**config.mk**
```make
export PLATFORM = sky130hd
export DESIGN_NAME = sv39ptw_ram
export DESIGN_NICKNAME = d
export VERILOG_FILES = /design/src/sv39_page_table_map_and_lookup_top_macros.svh /design/src/sv39ptw_ram.sv
export SDC_FILE = /design/constraint.sdc
export NUM_CORES = 1
export LEC_CHECK = 0
export BUFFER_PORTS_ARGS = -buffer_cell sky130_fd_sc_hd__buf_2
export CAP_MARGIN = 25
export CORE_MARGIN = 2
export CORE_UTILIZATION = 40
export DETAILED_ROUTE_END_ITERATION = 8
export SYNTH_ARGS = -nofsm -noshare
export SYNTH_HDL_FRONTEND = slang
export SYNTH_SLANG_ARGS = --single-unit
export TNS_END_PERCENT = 100
```
**constraint.sdc**
```tcl
create_clock -name i_clk -period 2.2 [get_ports i_clk]
set_clock_uncertainty 0.2 [all_clocks]
set_input_delay 0.22 -clock i_clk [delete_from_list [all_inputs] [get_ports i_clk]]
set_output_delay 0.22 -clock i_clk [all_outputs]
set_load 0.05 [all_outputs]
```
**src/sv39_page_table_map_and_lookup_top_macros.svh**
```systemverilog
// Assertion macros for the page table walker RTL.
`ifndef SV39_PAGE_TABLE_MAP_AND_LOOKUP_TOP_MACROS_SVH
`define SV39_PAGE_TABLE_MAP_AND_LOOKUP_TOP_MACROS_SVH
`ifndef SYNTHESIS
// Same-cycle implication, disabled while reset is asserted.
`define SV39PTW_ASSERT(name, clk, rst_n, ante, cons, msg) \
    name: assert property (@(posedge clk) disable iff (!(rst_n)) (ante) |-> (cons)) \
        else $error(msg);
// Next-cycle implication, disabled while reset is asserted.
`define SV39PTW_ASSERT_NEXT(name, clk, rst_n, ante, cons, msg) \
    name: assert property (@(posedge clk) disable iff (!(rst_n)) (ante) |=> (cons)) \
        else $error(msg);
`else
`define SV39PTW_ASSERT(name, clk, rst_n, ante, cons, msg)
`define SV39PTW_ASSERT_NEXT(name, clk, rst_n, ante, cons, msg)
`endif
`endif

```
**src/sv39ptw_ram.sv**
```systemverilog
// Generic single write port RAM with one registered read port.
`default_nettype none
module sv39ptw_ram #(
    parameter int WIDTH = 8,
    parameter int DEPTH = 16
) (
    input  wire logic                     i_clk,
    input  wire logic                     i_we,
    input  wire logic [$clog2(DEPTH)-1:0] i_waddr,
    input  wire logic [WIDTH-1:0]         i_wdata,
    input  wire logic                     i_re,
    input  wire logic [$clog2(DEPTH)-1:0] i_raddr,
    output logic      [WIDTH-1:0]         o_rdata
);
    logic [WIDTH-1:0] r_mem [DEPTH];
    logic [WIDTH-1:0] r_rdata;

    always_ff @(posedge i_clk) begin
        if (i_we) begin
            r_mem[i_waddr] <= i_wdata;
        end
        if (i_re) begin
            r_rdata <= r_mem[i_raddr];
        end
    end

    assign o_rdata = r_rdata;
endmodule
`default_nettype wire

```
[Yosys cells after proc, flatten, opt, wreduce, memory -nomap -nowiden]
Memory sizes are Yosys's and may differ from the RTL's. A register that Yosys moved wholly into a read port is not among the register bits.
Cells that the tools add are included.
Storage, ports and cells
  output and inout port bits: 8
  bits in registers: 0
  memories: 1
  word-level logic and storage cells: 3
  RAM bits: 128
Memories
  r_mem: depth 16, bits a word 8, read ports 1, clocked after memory_dff 1, write ports 1, RTL line sv39ptw_ram.sv:15  | logic [WIDTH-1:0] r_mem [DEPTH];
Operators by class
  muxes and demuxes: 2
Operators by type and width (count)
  1-bit 2-to-1 mux: 2

[Depth between registers and ports, before layout]
Gate-level depths: netlist of the first run.
  depth in word-level cells: 2
  mapped depth: 5
  gate-level depth less buffers: 3

[Least setup slack after synthesis of the first run]
Ideal clock, no wire load.
  kind: input to register
  start point: input i_waddr[2]
  end point: memory r_mem[0][0] (enable)
  cell stages on the path: 2
  required time: 1.617 ns
  arrival time: 1.330 ns
  path buffers: 0
  setup time: 0.383 ns
  setup slack: 0.287 ns
  path through: or3b_2 nor3_1
RTL lines
  start: declaration: RTL line sv39ptw_ram.sv:9  | input wire logic [$clog2(DEPTH)-1:0] i_waddr,
  end: declaration: RTL line sv39ptw_ram.sv:15
No word-level cell before the write port.

==> flow_summary.ini, run 1 <==
[routing]
antenna_left = 0
num_vias = 2438
post-route-drc-count = 0
via_per_inst = 5.14
drt_iter0_markers = 201
drtPass1Iterations = 7
wirelength_um = 9950
wire_per_inst_um = 21.0

[global_routing]
grt_pass1_wl_um = 15300
antenna_found_initial = 0
overflow = 0
first_global_vias = 2583
grt_usage = 0.153
grt_max_degree = 33

[timing]
rsz0062_at_grt = false
min_period_ns = 1.78
whs_ns = 0.0116
hold_viol_final = 0
clock.fmax_mhz = 562
fin_setup_tns_ns = 0
setup_viol = 0
fin_crit_sh = 0.809
tightest_slew_ns = 0.402
setup_slack_ns = 0.420
relSlewSlack = 0.732
slew_violations = 0

[power]
p_leak_uw = 0.00211
p_int_uw = 4690
netSwitchingFraction = 0.200
ir_drop_mv = 0.653
seqPwrFrac = 0.501
power_frac_clock = 0.444
switching_power_uw = 1170
p_per_area_mw_per_mm2 = 934
combPwrFrac = 0.055

[synthesis]
synth_fa_ha_area_frac = 0
synth_edf_count = 136
synth_xor_area_frac = 0
synth_nets = 248
synth_top_area_cell = edfxtp_1
ys_top_cells_by_area = edfxtp_1 78%, mux4_2 7.8%, mux4_1 7.0%, a22oi_1 2.3%, nor2_1 0.93%
synth_seq_cells = 136
synth_mux_area_frac = 0.148
synth_ff_type = edfxtp_1
async_flop_share = 0
synth_commonest_cells = 136 x edfxtp_1, 18 x mux4_2, 16 x a22oi_1
ys_seq_area_frac = 0.781
syn_area_mm2 = 0.00523
synthSimpleGateAreaFrac = 0.0314
synth_most_common_cell = edfxtp_1
syn-mean-instance-area_um2 = 22.8
synth_warnings = 0
syn_inst = 229
netlist.area_leader.share = 0.781
synth_compound_area_frac = 0.0230
synth_top_family_by_area = multiplexers
yosysUniqueCellTypes = 18

[final_layout]
antenna_cells = 0
fin_util = 0.495
final_nets = 309
synthToLayoutAreaGrowth_pct = 20.1
drive_gt1_frac = 0.301

[clocking]
post-cts-setup-buffers = 0
cts.clk_slew.worst_paths_ns = 0.06
cts_buffers = 17
cts.sinks = 136
htreeDepth = 4
cts_tree = yes
ctsResizeCount = 0
clock-root-buffer = clkbuf_16
clk_latency_ns = 0.40
ctsHoldBuffers = 4
cts_buffer_depth = 2

[worst_setup_path]
worstPathRequired_ns = 2.14
worstPathCellList = mux4_1, a22oi_1, nand2_1
r2r_slack_ns = 0.42
critical_path_class = register to register
crit_path_start_kind = register
critPathSlowestCell = mux4_1
worstPathMaxFanout = 1
max_stage_delay_ns = 0.54
worstSetupEndpointType = register
crit_family = multiplexers
critPathBufInv = 0
critPathArrivalTime_ns = 1.72

[floorplanning]
dieArea_mm2 = 0.0140
ios = 27
initial_core_util = 0.413
core-area_mm2 = 0.0127
num_rows = 41
die_y_um = 118
die_x_um = 118

[placed_design]
post-place-ws_ns = 0.129
gp_congestion = 0.697
dp_hpwl_um = 6480
io_buffers = 26

[run]
drv_cap = 0

[outcome]
outcome = finished clean

[min_path]
worstHoldPathType = input pin to register
## cells by family (layout without fill, tap and decap cells)
| kind of cell | count (synthesis) | in the layout |
|---|---|---|
| simple gates | 35 | 35 |
| mux | 32 | 32 |
| buf+inv | 10 | 83 |
| compound gates | 16 | 16 |
| flops | 136 | 136 |
## per-stage QoR
step,power (uW),area [um2],std cells
3_5_place_dp,3310,5680,438
6_report,5860,6280,474
3_3_place_gp,3300,5680,438
2_1_floorplan,3180,5230,229
4_1_cts,5910,6270,473
5_1_grt,6060,6280,474
## power groups by stage
stage	Combinational [uW]	Sequential, uW	Clock, uW
after CTS	324	2940	2650
after floorplan	147	3030	0
after global placement	312	2990	0
after detailed placement	318	2990	0
final	320	2940	2600
after global routing	345	2940	2770
## path summary, 6_finish.rpt
path / to / startpoint / cells past startpoint
worst min register to register: o_rdata[1] / r_mem[15][1] / 3
worst max-delay path: o_rdata[1] / r_mem[5][1] / 3
worst min-delay path: r_mem[1][2] / i_wdata[2] / 1
worst max register to register: o_rdata[1] / r_mem[5][1] / 3
## cells in the final DEF, fill, tap and decap left out
| master | Yosys | final |
|---|---|---|
| nor2b_1 | 1 | 1 |
| edfxtp_1 | 136 | 136 |
| or3b_2 | 1 | 1 |
| mux4_1 | 14 | 14 |
| nand3_1 | 1 | 1 |
| nand2_1 | 9 | 9 |
| bufinv_16 | 0 | 2 |
| mux4_2 | 18 | 18 |
| clkbuf_16 | 0 | 17 |
| nor2_1 | 13 | 13 |
| clkinv_2 | 0 | 3 |
| clkinvlp_4 | 0 | 3 |
| buf_12 | 0 | 3 |
| dlygate4sd3_1 | 0 | 5 |
| a22oi_1 | 16 | 16 |
| nand2b_1 | 2 | 2 |
| nor3_1 | 4 | 4 |
| clkbuf_1 | 0 | 4 |
| nand3b_1 | 2 | 2 |
| buf_4 | 1 | 18 |
| and2b_1 | 1 | 1 |
| clkinv_1 | 0 | 2 |
| and2_1 | 1 | 1 |
| buf_2 | 3 | 26 |
## area by class of cell
cell class | count | area [um2]
flip-flops and latches | 136 | 4080
clock buffers | 21 | 440
well taps | 172 | 215
repair buffers | 52 | 375
multi-input cells | 83 | 1060
clock inverters | 10 | 105
fillers | 1045 | 6390
## state kept, by name (all words and copies together), names as in the netlist
signal,cells
o_rdata,8
r_mem,128
## routing by layer
metal	part of all wire	wire length, um	up-vias	GRT usage
met5	0	0	-	0
met4	0.0099	99	0	0.0587
met3	0.039	393	6	0.0449
met2	0.49	4840	59	0.237
met1	0.46	4620	1271	0.207
li1	-	-	1102	-
Note: power is estimated with default switching activity, not from simulation.
==> run 2: changes to the inputs <==
==> constraint.sdc (replaced) <==
create_clock -name i_clk -period 1.8 [get_ports i_clk]
set_clock_uncertainty 0.2 [all_clocks]
set_input_delay 0.18 -clock i_clk [delete_from_list [all_inputs] [get_ports i_clk]]
set_output_delay 0.18 -clock i_clk [all_outputs]
set_load 0.05 [all_outputs]
==> run 2 against run 1 <==
Compared with the run above: core utilization up 1.1 points; global-route usage rose by 0.65 points; first-iteration DRC count shrank 23%; flip-flop and latch count unchanged; maximum frequency increased by 6.2%; sequential share of layout area fell by 1.4 points; routed wire length down 0.86%; critical path depth did not move; clock power increased by 36%; power is 28% higher; register-to-register slack lost 0.30 ns.
==> flow_summary.ini, run 2 (same netlist as run 1, synthesis figures left out) <==
[worst_setup_path]
critPathArrivalTime_ns = 1.62
critPathBufInv = 0
worstPathCellList = mux4_1, a22oi_1, nand2_1
critPathSlowestCell = mux4_1
worstPathRequired_ns = 1.75
critical_path_class = register to register
crit_path_start_kind = register
worstSetupEndpointType = register
crit_family = multiplexers
worstPathMaxFanout = 1
max_stage_delay_ns = 0.50

[clocking]
clk_latency_ns = 0.41
cts_tree = yes
htreeDepth = 4
cts_buffers = 17
ctsResizeCount = 0
ctsHoldBuffers = 9
post-cts-setup-buffers = 0
clock-root-buffer = clkbuf_16
cts.sinks = 136
cts.clk_slew.worst_paths_ns = 0.06
cts_buffer_depth = 2

[timing]
hold_viol_final = 0
rsz0062_at_grt = false
fin_crit_sh = 0.931
relSlewSlack = 0.553
slew_violations = 0
tightest_slew_ns = 0.669
min_period_ns = 1.68
clock.fmax_mhz = 597
setup_viol = 0
setup_slack_ns = 0.124

[final_layout]
largest_reg_flops = 128
final_nets = 315
drive_gt1_frac = 0.314
layout_common_cells = 136 x edfxtp_1, 26 x buf_2, 19 x buf_4
final_common_cell = edfxtp_1
ff_latch_area_mm2 = 0.00408
antenna_cells = 0
fillers = 1011
regMostFlops = r_mem
multi_input_area_mm2 = 0.00106
finish.instance_area_mm2 = 0.00641
synthToLayoutAreaGrowth_pct = 22.7

[placed_design]
place_area_mm2 = 0.00571
dp_hpwl_um = 6670
gp_congestion = 0.735
io_buffers = 26
post-place-ws_ns = -0.126

[power]
netSwitchingFraction = 0.198
switching_power_uw = 1490
total_power_uw = 7520
p_int_uw = 6030
p_leak_uw = 0.00218
combPwrFrac = 0.053
seqPwrFrac = 0.477
ir_drop_mv = 0.613
p_per_area_mw_per_mm2 = 1170
power_frac_clock = 0.469

[routing]
antenna_left = 0
drtPass1Iterations = 4
wire_per_inst_um = 20.5
num_vias = 2457
post-route-drc-count = 0
drt_iter0_markers = 154
via_per_inst = 5.11
wirelength_um = 9870

[floorplanning]
die_y_um = 118
core-area_mm2 = 0.0127
initial_core_util = 0.413
die_x_um = 118
num_rows = 41
ios = 27
dieArea_mm2 = 0.0140

[global_routing]
grt_pass1_wl_um = 15900
grt_max_degree = 20
overflow = 0
first_global_vias = 2709
antenna_found_initial = 0
grt_usage = 0.160

[outcome]
outcome = finished clean

[min_path]
worstHoldPathType = input pin to register

[run]
drv_cap = 0
run 2: changes by cell type in the layout (fill, tap and decap cells not counted), sizes merged:
cell         previous run  this run
buf                    47        49
bufinv                  2         4
clkbuf                 21        18
clkinv                  5         7
dlygate4sd3             5         9
run 2: routing by layer:
layer,vias to the layer above,share of wire,global-route usage
met5,-,0,0
met4,0,0.012,0.0648
met3,8,0.048,0.0536
met2,67,0.50,0.246
met1,1263,0.44,0.210
li1,1119,-,-
run 2: power by group through the flow:
stage	Clock [uW]	Combinational, uW	Sequential, uW
CTS	3600	411	3590
global route	3740	437	3590
global placement	0	389	3650
finish	3530	402	3590
detailed placement	0	395	3660
floorplan	0	180	3700
run 2: layout make-up:
type | count | share of cell area
Timing Repair Buffer | 58 | 0.0690
Tap cell | 172 | 0.0335
Sequential cell | 136 | 0.637
Clock inverter | 14 | 0.0283
Clock buffer | 18 | 0.0669
Multi-Input combinational cell | 83 | 0.166
run 2: path summary, 6_finish.rpt:
kind / slack, ns / start / cells past startpoint / end
worst max-delay path: 0.12 / r_mem[8][5] / 3 / o_rdata[5]
worst max register to register: 0.12 / r_mem[8][5] / 3 / o_rdata[5]
worst min register to register: 0.55 / r_mem[8][1] / 3 / o_rdata[1]
worst min-delay path: 0.12 / i_waddr[0] / 3 / r_mem[0][6]
run 2: stage by stage:
step	setup TNS, ns	hold WS, ns	cells	utilization
after floorplan	0	0.0789	229	-
after global placement	-0.592	0.369	440	0.451
after detailed placement	-0.633	0.370	440	0.451
after CTS	0	0.103	481	0.506
after global routing	0	0.127	481	0.506
final	0	0.122	481	0.506
run 2: worst min-delay path, delay by kind of cell:
family        cells  cell delay, ns
buf+inv           2            0.32
simple gates      1            0.06
