[src/sv39_page_table_map_and_lookup_top_macros.svh]
// Assertion macros for the page table walker RTL.
`ifndef SV39_PAGE_TABLE_MAP_AND_LOOKUP_TOP_MACROS_SVH
`define SV39_PAGE_TABLE_MAP_AND_LOOKUP_TOP_MACROS_SVH
`ifndef SYNTHESIS
// Same-cycle implication, disabled while reset is asserted.
`define SV39PTW_ASSERT(name, clk, rst_n, ante, cons, msg) \
    name: assert property (@(posedge clk) disable iff (!(rst_n)) (ante) |-> (cons)) \
        else $error(msg);
// Next-cycle implication, disabled while reset is asserted.
`define SV39PTW_ASSERT_NEXT(name, clk, rst_n, ante, cons, msg) \
    name: assert property (@(posedge clk) disable iff (!(rst_n)) (ante) |=> (cons)) \
        else $error(msg);
`else
`define SV39PTW_ASSERT(name, clk, rst_n, ante, cons, msg)
`define SV39PTW_ASSERT_NEXT(name, clk, rst_n, ante, cons, msg)
`endif
`endif

[src/sv39ptw_pkg.sv]
// Package with widths, codes, control word types and the microprogram.
`default_nettype none
package sv39ptw_pkg;

    localparam int VA_W             = 39;
    localparam int PA_W             = 56;
    localparam int PERM_W           = 8;
    localparam int ENTRY_W          = 54;
    localparam int STATUS_W         = 2;
    localparam int PPN_W            = 44;
    localparam int IDX_W            = 9;
    localparam int ENTRIES_PER_PAGE = 512;
    localparam int SHIFT_L1         = 30;
    localparam int SHIFT_L2         = 21;
    localparam int SHIFT_L3         = 12;
    localparam int PPN_SHIFT        = 10;
    localparam int POOL_PAGES_DEF   = 64;

    localparam logic [PPN_W-1:0] POOL_BASE_RESET = 44'd524288;

    localparam logic [STATUS_W-1:0] ST_OK         = 2'd0;
    localparam logic [STATUS_W-1:0] ST_NOT_MAPPED = 2'd1;
    localparam logic [STATUS_W-1:0] ST_POOL_FULL  = 2'd2;

    typedef logic [3:0] t_step;

    localparam t_step S_CLR     = 4'd0;
    localparam t_step S_IDLE    = 4'd1;
    localparam t_step S_RD1     = 4'd2;
    localparam t_step S_CK1     = 4'd3;
    localparam t_step S_RD2     = 4'd4;
    localparam t_step S_CK2     = 4'd5;
    localparam t_step S_RD3     = 4'd6;
    localparam t_step S_LKOUT   = 4'd7;
    localparam t_step S_FULLCK  = 4'd8;
    localparam t_step S_WRP1    = 4'd9;
    localparam t_step S_WRP2    = 4'd10;
    localparam t_step S_WRLF    = 4'd11;
    localparam t_step S_NOTMAP  = 4'd12;
    localparam t_step S_FULLOUT = 4'd13;

    typedef enum logic [1:0] {
        A_CLR,
        A_L1,
        A_L2,
        A_L3
    } t_asel;

    typedef enum logic [1:0] {
        W_ZERO,
        W_PTR,
        W_LEAF
    } t_wsel;

    typedef enum logic [1:0] {
        R_RDATA,
        R_LEAF,
        R_NOTMAP,
        R_FULL
    } t_rsel;

    typedef enum logic [3:0] {
        C_NEVER,
        C_CLR_BUSY,
        C_NO_IN,
        C_FAIL,
        C_V1_INV,
        C_LOOKUP,
        C_V2,
        C_FULL,
        C_HAVE1,
        C_OUT_BUSY
    } t_cond;

    // Datapath controls of one microinstruction.
    typedef struct packed {
        logic  take;
        t_asel asel;
        logic  rd_en;
        logic  wr_en;
        t_wsel wsel;
        logic  ld_p2;
        logic  ld_p3;
        logic  alloc;
        logic  res_en;
        t_rsel rsel;
    } t_ctl;

    // Status flags that the datapath returns for branching.
    typedef struct packed {
        logic no_in;
        logic clr_busy;
        logic fail;
        logic rd_valid;
        logic lookup;
        logic full;
        logic have1;
        logic out_busy;
    } t_flags;

    // Three prioritised conditional jumps, then a default successor.
    typedef struct packed {
        t_ctl  ctl;
        t_cond ca;
        t_step ta;
        t_cond cb;
        t_step tb;
        t_cond cc;
        t_step tc;
        t_step tn;
    } t_uword;

    function automatic t_uword ucode(input t_step s);
        t_uword w;
        w = '0;
        case (s)
            S_CLR: begin
                w.ctl.asel  = A_CLR;
                w.ctl.wr_en = 1'b1;
                w.ctl.wsel  = W_ZERO;
                w.ca = C_CLR_BUSY;
                w.ta = S_CLR;
                w.tn = S_IDLE;
            end
            S_IDLE: begin
                w.ctl.take = 1'b1;
                w.ca = C_NO_IN;
                w.ta = S_IDLE;
                w.tn = S_RD1;
            end
            S_RD1: begin
                w.ctl.rd_en = 1'b1;
                w.ctl.asel  = A_L1;
                w.tn = S_CK1;
            end
            S_CK1: begin
                w.ctl.ld_p2 = 1'b1;
                w.ca = C_FAIL;
                w.ta = S_NOTMAP;
                w.cb = C_V1_INV;
                w.tb = S_FULLCK;
                w.tn = S_RD2;
            end
            S_RD2: begin
                w.ctl.rd_en = 1'b1;
                w.ctl.asel  = A_L2;
                w.tn = S_CK2;
            end
            S_CK2: begin
                w.ctl.ld_p3 = 1'b1;
                w.ca = C_FAIL;
                w.ta = S_NOTMAP;
                w.cb = C_LOOKUP;
                w.tb = S_RD3;
                w.cc = C_V2;
                w.tc = S_WRLF;
                w.tn = S_FULLCK;
            end
            S_RD3: begin
                w.ctl.rd_en = 1'b1;
                w.ctl.asel  = A_L3;
                w.tn = S_LKOUT;
            end
            S_LKOUT: begin
                w.ctl.res_en = 1'b1;
                w.ctl.rsel   = R_RDATA;
                w.ca = C_OUT_BUSY;
                w.ta = S_LKOUT;
                w.tn = S_IDLE;
            end
            S_FULLCK: begin
                w.ca = C_FULL;
                w.ta = S_FULLOUT;
                w.cb = C_HAVE1;
                w.tb = S_WRP2;
                w.tn = S_WRP1;
            end
            S_WRP1: begin
                w.ctl.wr_en = 1'b1;
                w.ctl.asel  = A_L1;
                w.ctl.wsel  = W_PTR;
                w.ctl.alloc = 1'b1;
                w.ctl.ld_p2 = 1'b1;
                w.tn = S_WRP2;
            end
            S_WRP2: begin
                w.ctl.wr_en = 1'b1;
                w.ctl.asel  = A_L2;
                w.ctl.wsel  = W_PTR;
                w.ctl.alloc = 1'b1;
                w.ctl.ld_p3 = 1'b1;
                w.tn = S_WRLF;
            end
            S_WRLF: begin
                // Rewriting the same leaf while the output stalls is harmless.
                w.ctl.wr_en  = 1'b1;
                w.ctl.asel   = A_L3;
                w.ctl.wsel   = W_LEAF;
                w.ctl.res_en = 1'b1;
                w.ctl.rsel   = R_LEAF;
                w.ca = C_OUT_BUSY;
                w.ta = S_WRLF;
                w.tn = S_IDLE;
            end
            S_NOTMAP: begin
                w.ctl.res_en = 1'b1;
                w.ctl.rsel   = R_NOTMAP;
                w.ca = C_OUT_BUSY;
                w.ta = S_NOTMAP;
                w.tn = S_IDLE;
            end
            S_FULLOUT: begin
                w.ctl.res_en = 1'b1;
                w.ctl.rsel   = R_FULL;
                w.ca = C_OUT_BUSY;
                w.ta = S_FULLOUT;
                w.tn = S_IDLE;
            end
            default: begin
                w.tn = S_IDLE;
            end
        endcase
        return w;
    endfunction

endpackage
`default_nettype wire

[src/sv39ptw_useq.sv]
// Microprogram sequencer: step counter, control store and branch logic.
`default_nettype none
module sv39ptw_useq
    import sv39ptw_pkg::*;
(
    input  wire logic   i_clk,
    input  wire logic   i_rst_n,
    input  wire t_flags i_flags,
    output t_ctl        o_ctl
);
    t_step  r_step;
    t_step  n_step;
    t_uword w_word;

    function automatic logic cond_hit(input t_cond c, input t_flags f);
        logic hit;
        case (c)
            C_NEVER:    hit = 1'b0;
            C_CLR_BUSY: hit = f.clr_busy;
            C_NO_IN:    hit = f.no_in;
            C_FAIL:     hit = f.fail;
            C_V1_INV:   hit = !f.rd_valid;
            C_LOOKUP:   hit = f.lookup;
            C_V2:       hit = f.rd_valid;
            C_FULL:     hit = f.full;
            C_HAVE1:    hit = f.have1;
            C_OUT_BUSY: hit = f.out_busy;
            default:    hit = 1'b0;
        endcase
        return hit;
    endfunction

    assign w_word = ucode(r_step);
    assign o_ctl  = w_word.ctl;

    always_comb begin
        if (cond_hit(w_word.ca, i_flags)) begin
            n_step = w_word.ta;
        end else if (cond_hit(w_word.cb, i_flags)) begin
            n_step = w_word.tb;
        end else if (cond_hit(w_word.cc, i_flags)) begin
            n_step = w_word.tc;
        end else begin
            n_step = w_word.tn;
        end
    end

    always_ff @(posedge i_clk) begin
        if (!i_rst_n) begin
            r_step <= S_CLR;
        end else begin
            r_step <= n_step;
        end
    end
endmodule
`default_nettype wire

[config.mk]
export PLATFORM = sky130hd
export DESIGN_NAME = sv39ptw_useq
export DESIGN_NICKNAME = d
export VERILOG_FILES = /design/src/sv39_page_table_map_and_lookup_top_macros.svh /design/src/sv39ptw_pkg.sv /design/src/sv39ptw_useq.sv
export SDC_FILE = /design/constraint.sdc
export NUM_CORES = 1
export LEC_CHECK = 0
export BUFFER_PORTS_ARGS = -buffer_cell sky130_fd_sc_hd__buf_4
export CAP_MARGIN = 20
export CELL_PAD_IN_SITES_DETAIL_PLACEMENT = 0
export CELL_PAD_IN_SITES_GLOBAL_PLACEMENT = 2
export CORE_MARGIN = 2
export CORE_UTILIZATION = 25
export CTS_BUF_LIST = sky130_fd_sc_hd__clkbuf_8
export CTS_CLUSTER_SIZE = 25
export DETAILED_ROUTE_END_ITERATION = 12
export GPL_TIMING_DRIVEN = 0
export PLACE_DENSITY_LB_ADDON = 0.05
export RECOVER_POWER = 100
export REMOVE_ABC_BUFFERS = 1
export SETUP_SLACK_MARGIN = 0.02
export SYNTH_ARGS = -nofsm -noshare
export SYNTH_HDL_FRONTEND = slang
export SYNTH_SLANG_ARGS = --single-unit
[constraint.sdc]
create_clock -name i_clk -period 1.9 [get_ports i_clk]
set_input_delay 0.19 -clock i_clk [delete_from_list [all_inputs] [get_ports i_clk]]
set_output_delay 0.19 -clock i_clk [all_outputs]
set_load 0.01 [all_outputs]
After elaboration in Yosys (flattened, before gate mapping) --
Index checks and enable logic that the tools add are counted.
Word-level totals: output and inout port bits 13, flip-flop bits (word level) 4
Cells by class: reduce and logical (&&, ||, !) cells 10, equality and inequality tests 40, multiplexer cells 21
Operator list (number):
- $eq A4 B3 Y1 const B | 16
- $pmux W8 S8 | 1
- $eq A4 B4 Y1 const B | 12
- $pmux W4 S9 | 1
- $eq A4 B2 Y1 const B | 8
- $pmux W1 S9 | 3
- $pmux W8 S3 | 1
- $eq A4 B1 Y1 const B | 4
- $reduce_or A2 Y1 | 7
- $mux W4 | 3
- $pmux W3 S4 | 1
- $pmux W3 S3 | 1
- $mux W1 | 8
- $mux W7 | 1
- $pmux W2 S3 | 1
- $logic_not A4 Y1 | 1
- $reduce_or A3 Y1 | 1
- $logic_not A1 Y1 | 1

Logic depth before layout (Yosys ltp) --
Gate-level depths: netlist of run 1.
depth in word-level cells 11, depth in mapped cells 7

Worst setup path after synthesis of run 1 --
No wires, ideal clock.
path type register -> register, start point reg r_step[1], end point reg r_step[1], setup slack 333 ps, library setup time 59 ps, arrival time 1508 ps, cell stages (with the launch flop) 7, required time 1841 ps, period minus slack after synthesis 1567 ps, cells stage by stage dfxtp_1 -> buf_6 -> mux2i_1 -> o2bb2ai_1 -> a2111oi_4 -> mux2i_1 -> and2_1
Between the ends: word-level cells in the longest chain between the ends 9
RTL lines:
- start: declaration | line sv39ptw_useq.sv:11 | t_step r_step;
- start signal: assignment | line sv39ptw_useq.sv:52 | r_step <= n_step;
- $eq A4 B3 Y1 | line sv39ptw_pkg.sv:116 | case (s)
- $mux W7 | line sv39ptw_pkg.sv:116
- $eq A4 B4 Y1 (tied with other cells) | line sv39ptw_useq.sv:17 | case (c)
- $pmux W1 S9 | line sv39ptw_useq.sv:17
- $mux W1 | line sv39ptw_useq.sv:39 | end else if (cond_hit(w_word.cb, i_flags)) begin
- $mux W1 | line sv39ptw_useq.sv:37 | if (cond_hit(w_word.ca, i_flags)) begin
- $mux W4 | line sv39ptw_useq.sv:41 | end else if (cond_hit(w_word.cc, i_flags)) begin
- $mux W4 | line sv39ptw_useq.sv:39
- $mux W4 (*) | line sv39ptw_useq.sv:37
Every way passes the cells marked *; elsewhere a longest branch is shown, timed or not. The select of a mux whose other input is x is not followed. A chain may end at the register's enable or synchronous reset.

Final worst setup path of run 1 --
Same ends and word-level chain as after synthesis.

==> report_table.html, run 1 <==
<table>
<tr><th>Metric</th><th>Value</th></tr>
<tr><th colspan="2">Floorplanning</th></tr>
<tr><td>Std-Cell Rows</td><td>18</td></tr>
<tr><td>I/O pin total</td><td>23</td></tr>
<tr><td>Die Wd</td><td>54.0 um</td></tr>
<tr><td>Initial core utilization</td><td>25.7%</td></tr>
<tr><td>Height of the die</td><td>54.0 um</td></tr>
<tr><td>Die Area</td><td>0.00292 mm2</td></tr>
<tr><td>Total core area</td><td>0.00243 mm2</td></tr>
<tr><th colspan="2">Cells and area</th></tr>
<tr><td>Finished Core Util</td><td>34.0%</td></tr>
<tr><td>Largest registers</td><td>r_step x4</td></tr>
<tr><td>Post-route non-filler standard cell count</td><td>136</td></tr>
<tr><td>Synthesis-to-layout area growth</td><td>32.0%</td></tr>
<tr><td>Max FFs per register</td><td>4</td></tr>
<tr><td>Largest register by flop count</td><td>r_step</td></tr>
<tr><td>Number of diodes</td><td>0</td></tr>
<tr><td>Count of filler cells inserted in the layout</td><td>273</td></tr>
<tr><td>Share of cells above drive strength 1</td><td>27.4%</td></tr>
<tr><td>Commonest cells after routing, fill and taps aside</td><td>sky130_fd_sc_hd__buf_4, sky130_fd_sc_hd__nand2_1, sky130_fd_sc_hd__clkbuf_1</td></tr>
<tr><td>Most common library cell in the layout ignoring fill and taps</td><td>sky130_fd_sc_hd__buf_4</td></tr>
<tr><td>Layout Nets</td><td>118</td></tr>
<tr><th colspan="2">Place</th></tr>
<tr><td>Final GP Congestion</td><td>0.686</td></tr>
<tr><td>Number of instances in the placed design</td><td>129</td></tr>
<tr><td>Number of I/O port buffers</td><td>22</td></tr>
<tr><td>Post-placement setup slack</td><td>-0.333 ns</td></tr>
<tr><td>Final HPWL from detailed placement</td><td>1.07 mm</td></tr>
<tr><th colspan="2">Logic synthesis</th></tr>
<tr><td>Number of synthesis warnings</td><td>0</td></tr>
<tr><td>Post-synthesis cell count</td><td>86</td></tr>
<tr><td>Mean instance size in the synthesized netlist</td><td>7.27 um2</td></tr>
<tr><td>Number of enable flip-flop cells after synthesis</td><td>0</td></tr>
<tr><td>Flip-flop cell with the highest count after synthesis</td><td>sky130_fd_sc_hd__dfxtp_1</td></tr>
<tr><td>Synth Register Bits</td><td>4</td></tr>
<tr><td>Async set-or-reset flop fraction in the synthesized netlist</td><td>0%</td></tr>
<tr><td>Number of library cell types mapped by synthesis</td><td>37</td></tr>
<tr><td>Syn Std Cell Area</td><td>626 um2</td></tr>
<tr><td>Share of Yosys cell area claimed by the top area cell type</td><td>12.8%</td></tr>
<tr><td>Area contributors post-synth</td><td>sky130_fd_sc_hd__dfxtp_1, sky130_fd_sc_hd__mux2i_1, sky130_fd_sc_hd__a21oi_1, sky130_fd_sc_hd__o21ai_0, sky130_fd_sc_hd__nand2_1</td></tr>
<tr><td>Biggest area consumer among synthesized cells</td><td>sky130_fd_sc_hd__dfxtp_1</td></tr>
<tr><td>Proportion of synthesized chip area in sequential cells</td><td>12.8%</td></tr>
<tr><th colspan="2">Setup path</th></tr>
<tr><td>CP arrival</td><td>1.85 ns</td></tr>
<tr><td>Startpoint types</td><td>register</td></tr>
<tr><td>Launching instance or port of the critical path</td><td>r_step[1]$_SDFF_PN0_</td></tr>
<tr><td>WS Path Type</td><td>reg2reg</td></tr>
<tr><td>Largest fanout on the critical path</td><td>11</td></tr>
<tr><td>Required time reported for the critical path endpoint</td><td>2.05 ns</td></tr>
<tr><td>Nature of the critical path endpoint</td><td>register</td></tr>
<tr><td>Worst R2R Start</td><td>r_step[1]$_SDFF_PN0_</td></tr>
<tr><th colspan="2">Clock network</th></tr>
<tr><td>Number of H-tree branching levels</td><td>1</td></tr>
<tr><td>Total number of clock tree sinks</td><td>4</td></tr>
<tr><td>CTS tree</td><td>done</td></tr>
<tr><td>Register clock-pin slew on the reported worst setup and hold paths</td><td>0.03 ns</td></tr>
<tr><td>Latest clock arrival within the worst-skew pair</td><td>0.21 ns</td></tr>
<tr><td>Master cell of the clock root buffer</td><td>sky130_fd_sc_hd__clkbuf_8</td></tr>
<tr><td>Worst-case clock buffer depth</td><td>2</td></tr>
<tr><td>Total clock buffers created by CTS</td><td>3</td></tr>
<tr><th colspan="2">STA</th></tr>
<tr><td>Final worst setup slack</td><td>0.199 ns</td></tr>
<tr><td>Final setup fails</td><td>0</td></tr>
<tr><td>Final worst-path cycle share</td><td>89.5%</td></tr>
<tr><td>Total Negative Setup Slacks</td><td>0 ns</td></tr>
<tr><td>Final count of hold timing violations</td><td>0</td></tr>
<tr><td>Setup repair after global routing missed its margin</td><td>no</td></tr>
<tr><td>Max Clock Skew</td><td>0.000384 ns</td></tr>
<tr><td>Slew at the pin closest to its max-slew limit</td><td>0.479 ns</td></tr>
<tr><td>Final period demand of the worst path</td><td>1.70 ns</td></tr>
<tr><td>Headroom to the max-slew limit</td><td>68.1%</td></tr>
<tr><td>Worst hold margin</td><td>0.234 ns</td></tr>
<tr><td>Pins Over Slew Limit</td><td>0</td></tr>
<tr><td>Fmax</td><td>588 MHz</td></tr>
<tr><th colspan="2">Global routing</th></tr>
<tr><td>Antenna violations before repair</td><td>0</td></tr>
<tr><td>Global-route wire length before repair</td><td>2.67 mm</td></tr>
<tr><td>Overall overflow remaining after global route</td><td>0</td></tr>
<tr><td>Pin count of the biggest net entering global routing</td><td>26</td></tr>
<tr><td>Total track usage</td><td>12.8%</td></tr>
<tr><td>Via count of the first global-routing pass</td><td>580</td></tr>
<tr><th colspan="2">Routing</th></tr>
<tr><td>DRC violations left</td><td>0</td></tr>
<tr><td>Detailed-route wire length per cell</td><td>12.5 um</td></tr>
<tr><td>Number of vias per cell after detailed routing</td><td>4.93</td></tr>
<tr><td>Post-Route WL</td><td>1.70 mm</td></tr>
<tr><td>Post-detailed-route count of antenna-violating nets</td><td>0</td></tr>
<tr><td>Vias after detailed routing</td><td>670</td></tr>
<tr><td>Detailed-routing iteration count for the pre-antenna-repair pass</td><td>4</td></tr>
<tr><td>Number of DRC markers in iteration 0</td><td>5</td></tr>
<tr><th colspan="2">Power and ir drop</th></tr>
<tr><td>Largest vdd supply drop</td><td>0.855 mV</td></tr>
<tr><td>Static leakage power</td><td>0.000324 uW</td></tr>
<tr><td>Power density normalized to cell area</td><td>1360 mW/mm2</td></tr>
<tr><th colspan="2">Worst hold path</th></tr>
<tr><td>Worst Min Path Start</td><td>i_rst_n</td></tr>
<tr><td>Min-delay worst type</td><td>in2reg</td></tr>
<tr><th colspan="2">Outcome</th></tr>
<tr><td>Result of the run</td><td>finished, final reports clean</td></tr>
<tr><th colspan="2">Job</th></tr>
<tr><td>Max-Cap Viols</td><td>0</td></tr>
</table>
## worst paths after layout
check	cells after the start	slack, ns	end
worst min-delay path	2	0.23	r_step[1]$_SDFF_PN0_
worst max register to register	5	0.20	r_step[1]$_SDFF_PN0_
worst min register to register	2	0.72	r_step[2]$_SDFF_PN0_
worst max-delay path	5	0.20	r_step[1]$_SDFF_PN0_
## critical path, cell delays in order, from the launching register on
cell and delay, ns:
sky130_fd_sc_hd__dfxtp_4 0.41, sky130_fd_sc_hd__and2b_1 0.23, sky130_fd_sc_hd__o2bb2ai_1 0.16, sky130_fd_sc_hd__a2111oi_4 0.49
sky130_fd_sc_hd__mux2i_1 0.23, sky130_fd_sc_hd__and2_0 0.13
## what timing repair did
item,CTS,global route
setup endpoints to repair,8,4
hold buffers,0,0
gates resized for setup,5,2
pin swaps,0,1
setup buffers,0,4
## report_power, final
group | switching (uW) | internal, uW | leakage, uW
registers | 169 | 129 | 0.0000353
logic | 311 | 341 | 0.000267
clock network | 40.7 | 135 | 0.0000216
## final cells by class
cell class / instances / area, um2 / area share, %
multi-input cells: 71 / 485 / 58.8
repair buffers: 26 / 161 / 19.5
clock buffers: 3 / 41.3 / 5.00
inverters: 2 / 7.51 / 0.909
well taps: 30 / 37.5 / 4.55
flip-flops and latches: 4 / 92.6 / 11.2
## synth_stat cells, types with 2 or more instances
cell and count:
sky130_fd_sc_hd__nor2_1 6, sky130_fd_sc_hd__xnor2_1 2, sky130_fd_sc_hd__nand3_1 2, sky130_fd_sc_hd__nand2b_1 5
sky130_fd_sc_hd__nor2b_1 2, sky130_fd_sc_hd__o21ai_0 7, sky130_fd_sc_hd__o21a_1 2, sky130_fd_sc_hd__inv_1 2
sky130_fd_sc_hd__nor3b_1 2, sky130_fd_sc_hd__xor2_1 2, sky130_fd_sc_hd__nor3_1 2, sky130_fd_sc_hd__mux2i_1 4
sky130_fd_sc_hd__dfxtp_1 4, sky130_fd_sc_hd__clkbuf_1 2, sky130_fd_sc_hd__nand4b_1 2, sky130_fd_sc_hd__buf_2 3
sky130_fd_sc_hd__buf_4 2, sky130_fd_sc_hd__nand2_1 9, sky130_fd_sc_hd__a21oi_1 7, sky130_fd_sc_hd__o22ai_1 2
## logic make-up after synthesis
group                  Yosys count  synth area share, %
flip-flops                       4                 12.8
XOR/XNOR                         4                 5.60
AO/OA/AOI/OAI                   24                 26.8
multiplexers                     5                 8.20
buffers and inverters           11                 9.60
AND/OR/NAND/NOR                 38                 37.0
## metal layers
layer | vias to the layer above | global-route usage [%] | share of wire (%)
met3 | 0 | 4.44 | 4.8
met4 | 0 | 1.25 | 0
met5 | - | 0 | 0
met2 | 19 | 20.5 | 48
met1 | 303 | 17.2 | 47
li1 | 348 | - | -
## metrics by stage
| step | total power [uW] | area, um2 |
|---|---|---|
| floorplan | 706 | 573 |
| global placement | 962 | 776 |
| detailed placement | 954 | 776 |
| CTS | 1140 | 825 |
| global route | 1250 | 826 |
| finish | 1130 | 826 |
Power figures use the tool's default switching activity.
==> run 2, diff against run 1 <==
--- a/config.mk
+++ b/config.mk
@@ -5,12 +5,12 @@
 export SDC_FILE = /design/constraint.sdc
 export NUM_CORES = 1
 export LEC_CHECK = 0
+export ABC_AREA = 1
 export BUFFER_PORTS_ARGS = -buffer_cell sky130_fd_sc_hd__buf_4
 export CAP_MARGIN = 20
 export CELL_PAD_IN_SITES_DETAIL_PLACEMENT = 0
 export CELL_PAD_IN_SITES_GLOBAL_PLACEMENT = 2
-export CORE_MARGIN = 2
-export CORE_UTILIZATION = 25
+export CORE_UTILIZATION = 22
 export CTS_BUF_LIST = sky130_fd_sc_hd__clkbuf_8
 export CTS_CLUSTER_SIZE = 25
 export DETAILED_ROUTE_END_ITERATION = 12
==> constraint.sdc (replaced) <==
create_clock -name i_clk -period 1.6 [get_ports i_clk]
set_input_delay 0.16 -clock i_clk [delete_from_list [all_inputs] [get_ports i_clk]]
set_output_delay 0.16 -clock i_clk [all_outputs]
set_load 0.01 [all_outputs]
==> report_table.html, run 2 <==
<table>
<tr><th>Metric</th><th>Value</th></tr>
<tr><th colspan="2">Logic synthesis</th></tr>
<tr><td>Biggest area consumer among synthesized cells</td><td>sky130_fd_sc_hd__nand2_1</td></tr>
<tr><td>Flip-flop cell with the highest count after synthesis</td><td>sky130_fd_sc_hd__dfxtp_1</td></tr>
<tr><td>Number of synthesis warnings</td><td>0 (unchanged)</td></tr>
<tr><td>Syn Std Cell Area</td><td>591 um2 (-5.6%)</td></tr>
<tr><td>Area contributors post-synth</td><td>sky130_fd_sc_hd__nand2_1, sky130_fd_sc_hd__dfxtp_1, sky130_fd_sc_hd__inv_1, sky130_fd_sc_hd__nor2_1, sky130_fd_sc_hd__nand3_1</td></tr>
<tr><td>Most instantiated cells after synthesis</td><td>sky130_fd_sc_hd__nand2_1, sky130_fd_sc_hd__inv_1, sky130_fd_sc_hd__nor2_1, sky130_fd_sc_hd__nand3_1, sky130_fd_sc_hd__o21ai_0</td></tr>
<tr><td>Synth Register Bits</td><td>4 (unchanged)</td></tr>
<tr><td>Number of library cell types mapped by synthesis</td><td>20 (-46%)</td></tr>
<tr><td>Mean instance size in the synthesized netlist</td><td>5.09 um2 (-30%)</td></tr>
<tr><td>Async set-or-reset flop fraction in the synthesized netlist</td><td>0% (unchanged)</td></tr>
<tr><td>Number of enable flip-flop cells after synthesis</td><td>0 (unchanged)</td></tr>
<tr><td>Proportion of synthesized chip area in sequential cells</td><td>13.6% (+0.76 points)</td></tr>
<tr><td>Count leader, synth</td><td>sky130_fd_sc_hd__nand2_1</td></tr>
<tr><td>Share of Yosys cell area claimed by the top area cell type</td><td>28.0% (+15 points)</td></tr>
<tr><td>Post-synthesis cell count</td><td>116 (+35%)</td></tr>
<tr><th colspan="2">Cells and area</th></tr>
<tr><td>Share of cells above drive strength 1</td><td>29.3% (+1.9 points)</td></tr>
<tr><td>Max FFs per register</td><td>4 (unchanged)</td></tr>
<tr><td>Number of diodes</td><td>0 (unchanged)</td></tr>
<tr><td>Most common library cell in the layout ignoring fill and taps</td><td>sky130_fd_sc_hd__nand2_1</td></tr>
<tr><td>Commonest cells after routing, fill and taps aside</td><td>sky130_fd_sc_hd__nand2_1, sky130_fd_sc_hd__inv_1, sky130_fd_sc_hd__buf_4</td></tr>
<tr><td>Largest registers</td><td>r_step x4</td></tr>
<tr><td>FF+latch area</td><td>83.8 um2 (-9.5%)</td></tr>
<tr><td>Synthesis-to-layout area growth</td><td>44.1%</td></tr>
<tr><td>Count of filler cells inserted in the layout</td><td>292 (+7.0%)</td></tr>
<tr><td>Layout Nets</td><td>152 (+29%)</td></tr>
<tr><td>Largest register by flop count</td><td>r_step</td></tr>
<tr><td>Footprint of the multi-input gates</td><td>463 um2 (-4.6%)</td></tr>
<tr><th colspan="2">Global routing</th></tr>
<tr><td>Antenna violations before repair</td><td>0 (unchanged)</td></tr>
<tr><td>Overall overflow remaining after global route</td><td>0 (unchanged)</td></tr>
<tr><td>Pin count of the biggest net entering global routing</td><td>7 (-73%)</td></tr>
<tr><td>Global-route wire length before repair</td><td>2.95 mm (+11%)</td></tr>
<tr><td>Via count of the first global-routing pass</td><td>634 (+9.3%)</td></tr>
<tr><td>Total track usage</td><td>14.5% (+1.7 points)</td></tr>
<tr><th colspan="2">Setup path</th></tr>
<tr><td>Startpoint types</td><td>register</td></tr>
<tr><td>Minimum setup slack among reg-to-reg paths</td><td>0.14 ns (-0.06 ns)</td></tr>
<tr><td>WS Path Type</td><td>reg2out</td></tr>
<tr><td>Worst Reg-to-Reg Cells</td><td>8 (+3)</td></tr>
<tr><td>Required time reported for the critical path endpoint</td><td>1.44 ns (-0.61 ns)</td></tr>
<tr><td>Largest fanout on the critical path</td><td>5 (-6)</td></tr>
<tr><td>CP arrival</td><td>1.33 ns (-0.52 ns)</td></tr>
<tr><td>Nature of the critical path endpoint</td><td>output port</td></tr>
<tr><th colspan="2">Floorplanning</th></tr>
<tr><td>Total core area</td><td>0.00250 mm2 (+2.8%)</td></tr>
<tr><td>I/O pin total</td><td>23 (unchanged)</td></tr>
<tr><td>Height of the die</td><td>53.8 um (-0.40%)</td></tr>
<tr><td>Std-Cell Rows</td><td>18 (unchanged)</td></tr>
<tr><td>Die Area</td><td>0.00290 mm2 (-0.79%)</td></tr>
<tr><td>Die Wd</td><td>53.8 um (-0.40%)</td></tr>
<tr><td>Initial core utilization</td><td>23.6% (-2.1 points)</td></tr>
<tr><th colspan="2">Power and ir drop</th></tr>
<tr><td>Power density normalized to cell area</td><td>2100 mW/mm2 (+54%)</td></tr>
<tr><td>Largest vdd supply drop</td><td>1.29 mV (+51%)</td></tr>
<tr><td>Static leakage power</td><td>0.000519 uW (+60%)</td></tr>
<tr><td>Total power</td><td>1790 uW (+59%)</td></tr>
<tr><th colspan="2">STA</th></tr>
<tr><td>Total Negative Setup Slacks</td><td>0 ns (unchanged)</td></tr>
<tr><td>Final period demand of the worst path</td><td>1.49 ns</td></tr>
<tr><td>Headroom to the max-slew limit</td><td>74.5% (+6.5 points)</td></tr>
<tr><td>Worst hold margin</td><td>0.200 ns (-0.0335 ns)</td></tr>
<tr><td>Pins Over Slew Limit</td><td>0 (unchanged)</td></tr>
<tr><td>Final setup fails</td><td>0 (unchanged)</td></tr>
<tr><td>Fmax</td><td>669 MHz</td></tr>
<tr><td>Max Clock Skew</td><td>0.00587 ns (+0.00549 ns)</td></tr>
<tr><td>Slew at the pin closest to its max-slew limit</td><td>0.379 ns (-0.100 ns)</td></tr>
<tr><td>Final count of hold timing violations</td><td>0 (unchanged)</td></tr>
<tr><td>Setup repair after global routing missed its margin</td><td>no</td></tr>
<tr><td>Final worst-path cycle share</td><td>93.4%</td></tr>
<tr><th colspan="2">Clock network</th></tr>
<tr><td># hold bufs at CTS</td><td>0 (unchanged)</td></tr>
<tr><td>Number of H-tree branching levels</td><td>1 (unchanged)</td></tr>
<tr><td>Latest clock arrival within the worst-skew pair</td><td>0.22 ns (about the same)</td></tr>
<tr><td>Master cell of the clock root buffer</td><td>sky130_fd_sc_hd__clkbuf_8</td></tr>
<tr><td>Total clock buffers created by CTS</td><td>3 (unchanged)</td></tr>
<tr><td>Total number of clock tree sinks</td><td>4 (unchanged)</td></tr>
<tr><td>Worst-case clock buffer depth</td><td>2 (unchanged)</td></tr>
<tr><td>CTS tree</td><td>done</td></tr>
<tr><td>Register clock-pin slew on the reported worst setup and hold paths</td><td>0.03 ns (about the same)</td></tr>
<tr><th colspan="2">Worst hold path</th></tr>
<tr><td>Min-delay worst type</td><td>in2reg</td></tr>
<tr><td>Hold depth</td><td>3 (+1)</td></tr>
<tr><th colspan="2">Routing</th></tr>
<tr><td>Post-Route WL</td><td>1.99 mm (+17%)</td></tr>
<tr><td>Vias after detailed routing</td><td>762 (+14%)</td></tr>
<tr><td>DRC violations left</td><td>0 (unchanged)</td></tr>
<tr><td>Number of vias per cell after detailed routing</td><td>4.48 (-9.0%)</td></tr>
<tr><td>Post-detailed-route count of antenna-violating nets</td><td>0 (unchanged)</td></tr>
<tr><td>Number of DRC markers in iteration 0</td><td>13 (+8)</td></tr>
<tr><td>Detailed-route wire length per cell</td><td>11.7 um (-6.1%)</td></tr>
<tr><td>Detailed-routing iteration count for the pre-antenna-repair pass</td><td>4 (unchanged)</td></tr>
<tr><th colspan="2">Place</th></tr>
<tr><td>Number of I/O port buffers</td><td>22 (unchanged)</td></tr>
<tr><td>Final GP Congestion</td><td>0.761 (+11%)</td></tr>
<tr><td>Final HPWL from detailed placement</td><td>1.60 mm (+49%)</td></tr>
<tr><th colspan="2">Outcome</th></tr>
<tr><td>Result of the run</td><td>finished, final reports clean</td></tr>
<tr><th colspan="2">Job</th></tr>
<tr><td>Max-Cap Viols</td><td>0 (unchanged)</td></tr>
</table>
## run 2: cell types whose count changed in the layout (fill, tap and decap cells not counted), sizes merged, moves of 3 or more
| cell | previous run | this run |
|---|---|---|
| a21oi | 7 | 4 |
| clkbuf | 12 | 8 |
| inv | 2 | 21 |
| mux2i | 4 | 0 |
| nand2 | 9 | 48 |
| nand2b | 6 | 0 |
| nand3 | 2 | 8 |
| nor2 | 6 | 16 |
## run 2: layer usage
layer | vias up | wire [um] | part of all wire [%] | GRT usage (%)
li1 | 409 | - | - | -
met1 | 339 | 973 | 49 | 19.9
met2 | 14 | 937 | 47 | 23.7
met3 | 0 | 81 | 4.1 | 3.39
met4 | 0 | 0 | 0 | 1.32
met5 | - | 0 | 0 | 0
## run 2: cells by family (layout without fill, tap and decap cells)
group / count (synthesis) / after routing / share of synthesized area, %
compound gates: 12 / 12 / 11.7
buf+inv: 22 / 46 / 14.6
flops: 4 / 4 / 13.6
simple gates: 78 / 78 / 60.2
## run 2: report_power, final
| part | leakage [uW] | switching (uW) | total, uW | internal, uW |
|---|---|---|---|---|
| logic | 0.000463 | 846 | 1340 | 491 |
| registers | 0.0000342 | 80.4 | 239 | 159 |
| clock network | 0.0000216 | 49.6 | 210 | 160 |
| total | 0.000519 | 976 | 1790 | 810 |
## run 2: metrics by stage
| step | cells | setup slack [ns] | area [um2] | util (%) |
|---|---|---|---|---|
| 6_report | 170 | 0.106 | 851 | 34.0 |
| 3_5_place_dp | 167 | 0.0345 | 786 | 31.4 |
| 3_3_place_gp | 167 | 0.0221 | 786 | 31.4 |
| 2_1_floorplan | 115 | 0.269 | 583 | - |
| 4_1_cts | 170 | 0.0307 | 827 | 33.1 |
| 5_1_grt | 170 | 0.0199 | 851 | 34.0 |
## run 2: worst paths after layout
check	startpoint	end
setup / recovery	r_step[3]$_SDFF_PN0_	o_ctl[0]
hold / removal	i_rst_n	r_step[3]$_SDFF_PN0_
setup reg to reg	r_step[1]$_SDFF_PN0_	r_step[0]$_SDFF_PN0_
hold reg to reg	r_step[3]$_SDFF_PN0_	r_step[1]$_SDFF_PN0_
## run 2: repair_timing
item,4_1_cts,5_1_grt
resized for setup,0,13
setup endpoints to repair,0,9
setup buffers,0,0
## run 2: worst max-delay path: stages, from the launching register on
cell                       delay [ns]
sky130_fd_sc_hd__dfxtp_2         0.39
sky130_fd_sc_hd__inv_1           0.13
sky130_fd_sc_hd__o31ai_1         0.40
sky130_fd_sc_hd__clkbuf_1        0.20
## run 2: layout make-up
type / instances / area share, %
well taps: 30 / 4.41
multi-input cells: 90 / 54.4
inverters: 21 / 9.26
repair buffers: 22 / 17.2
flip-flops and latches: 4 / 9.85
clock buffers: 3 / 4.85
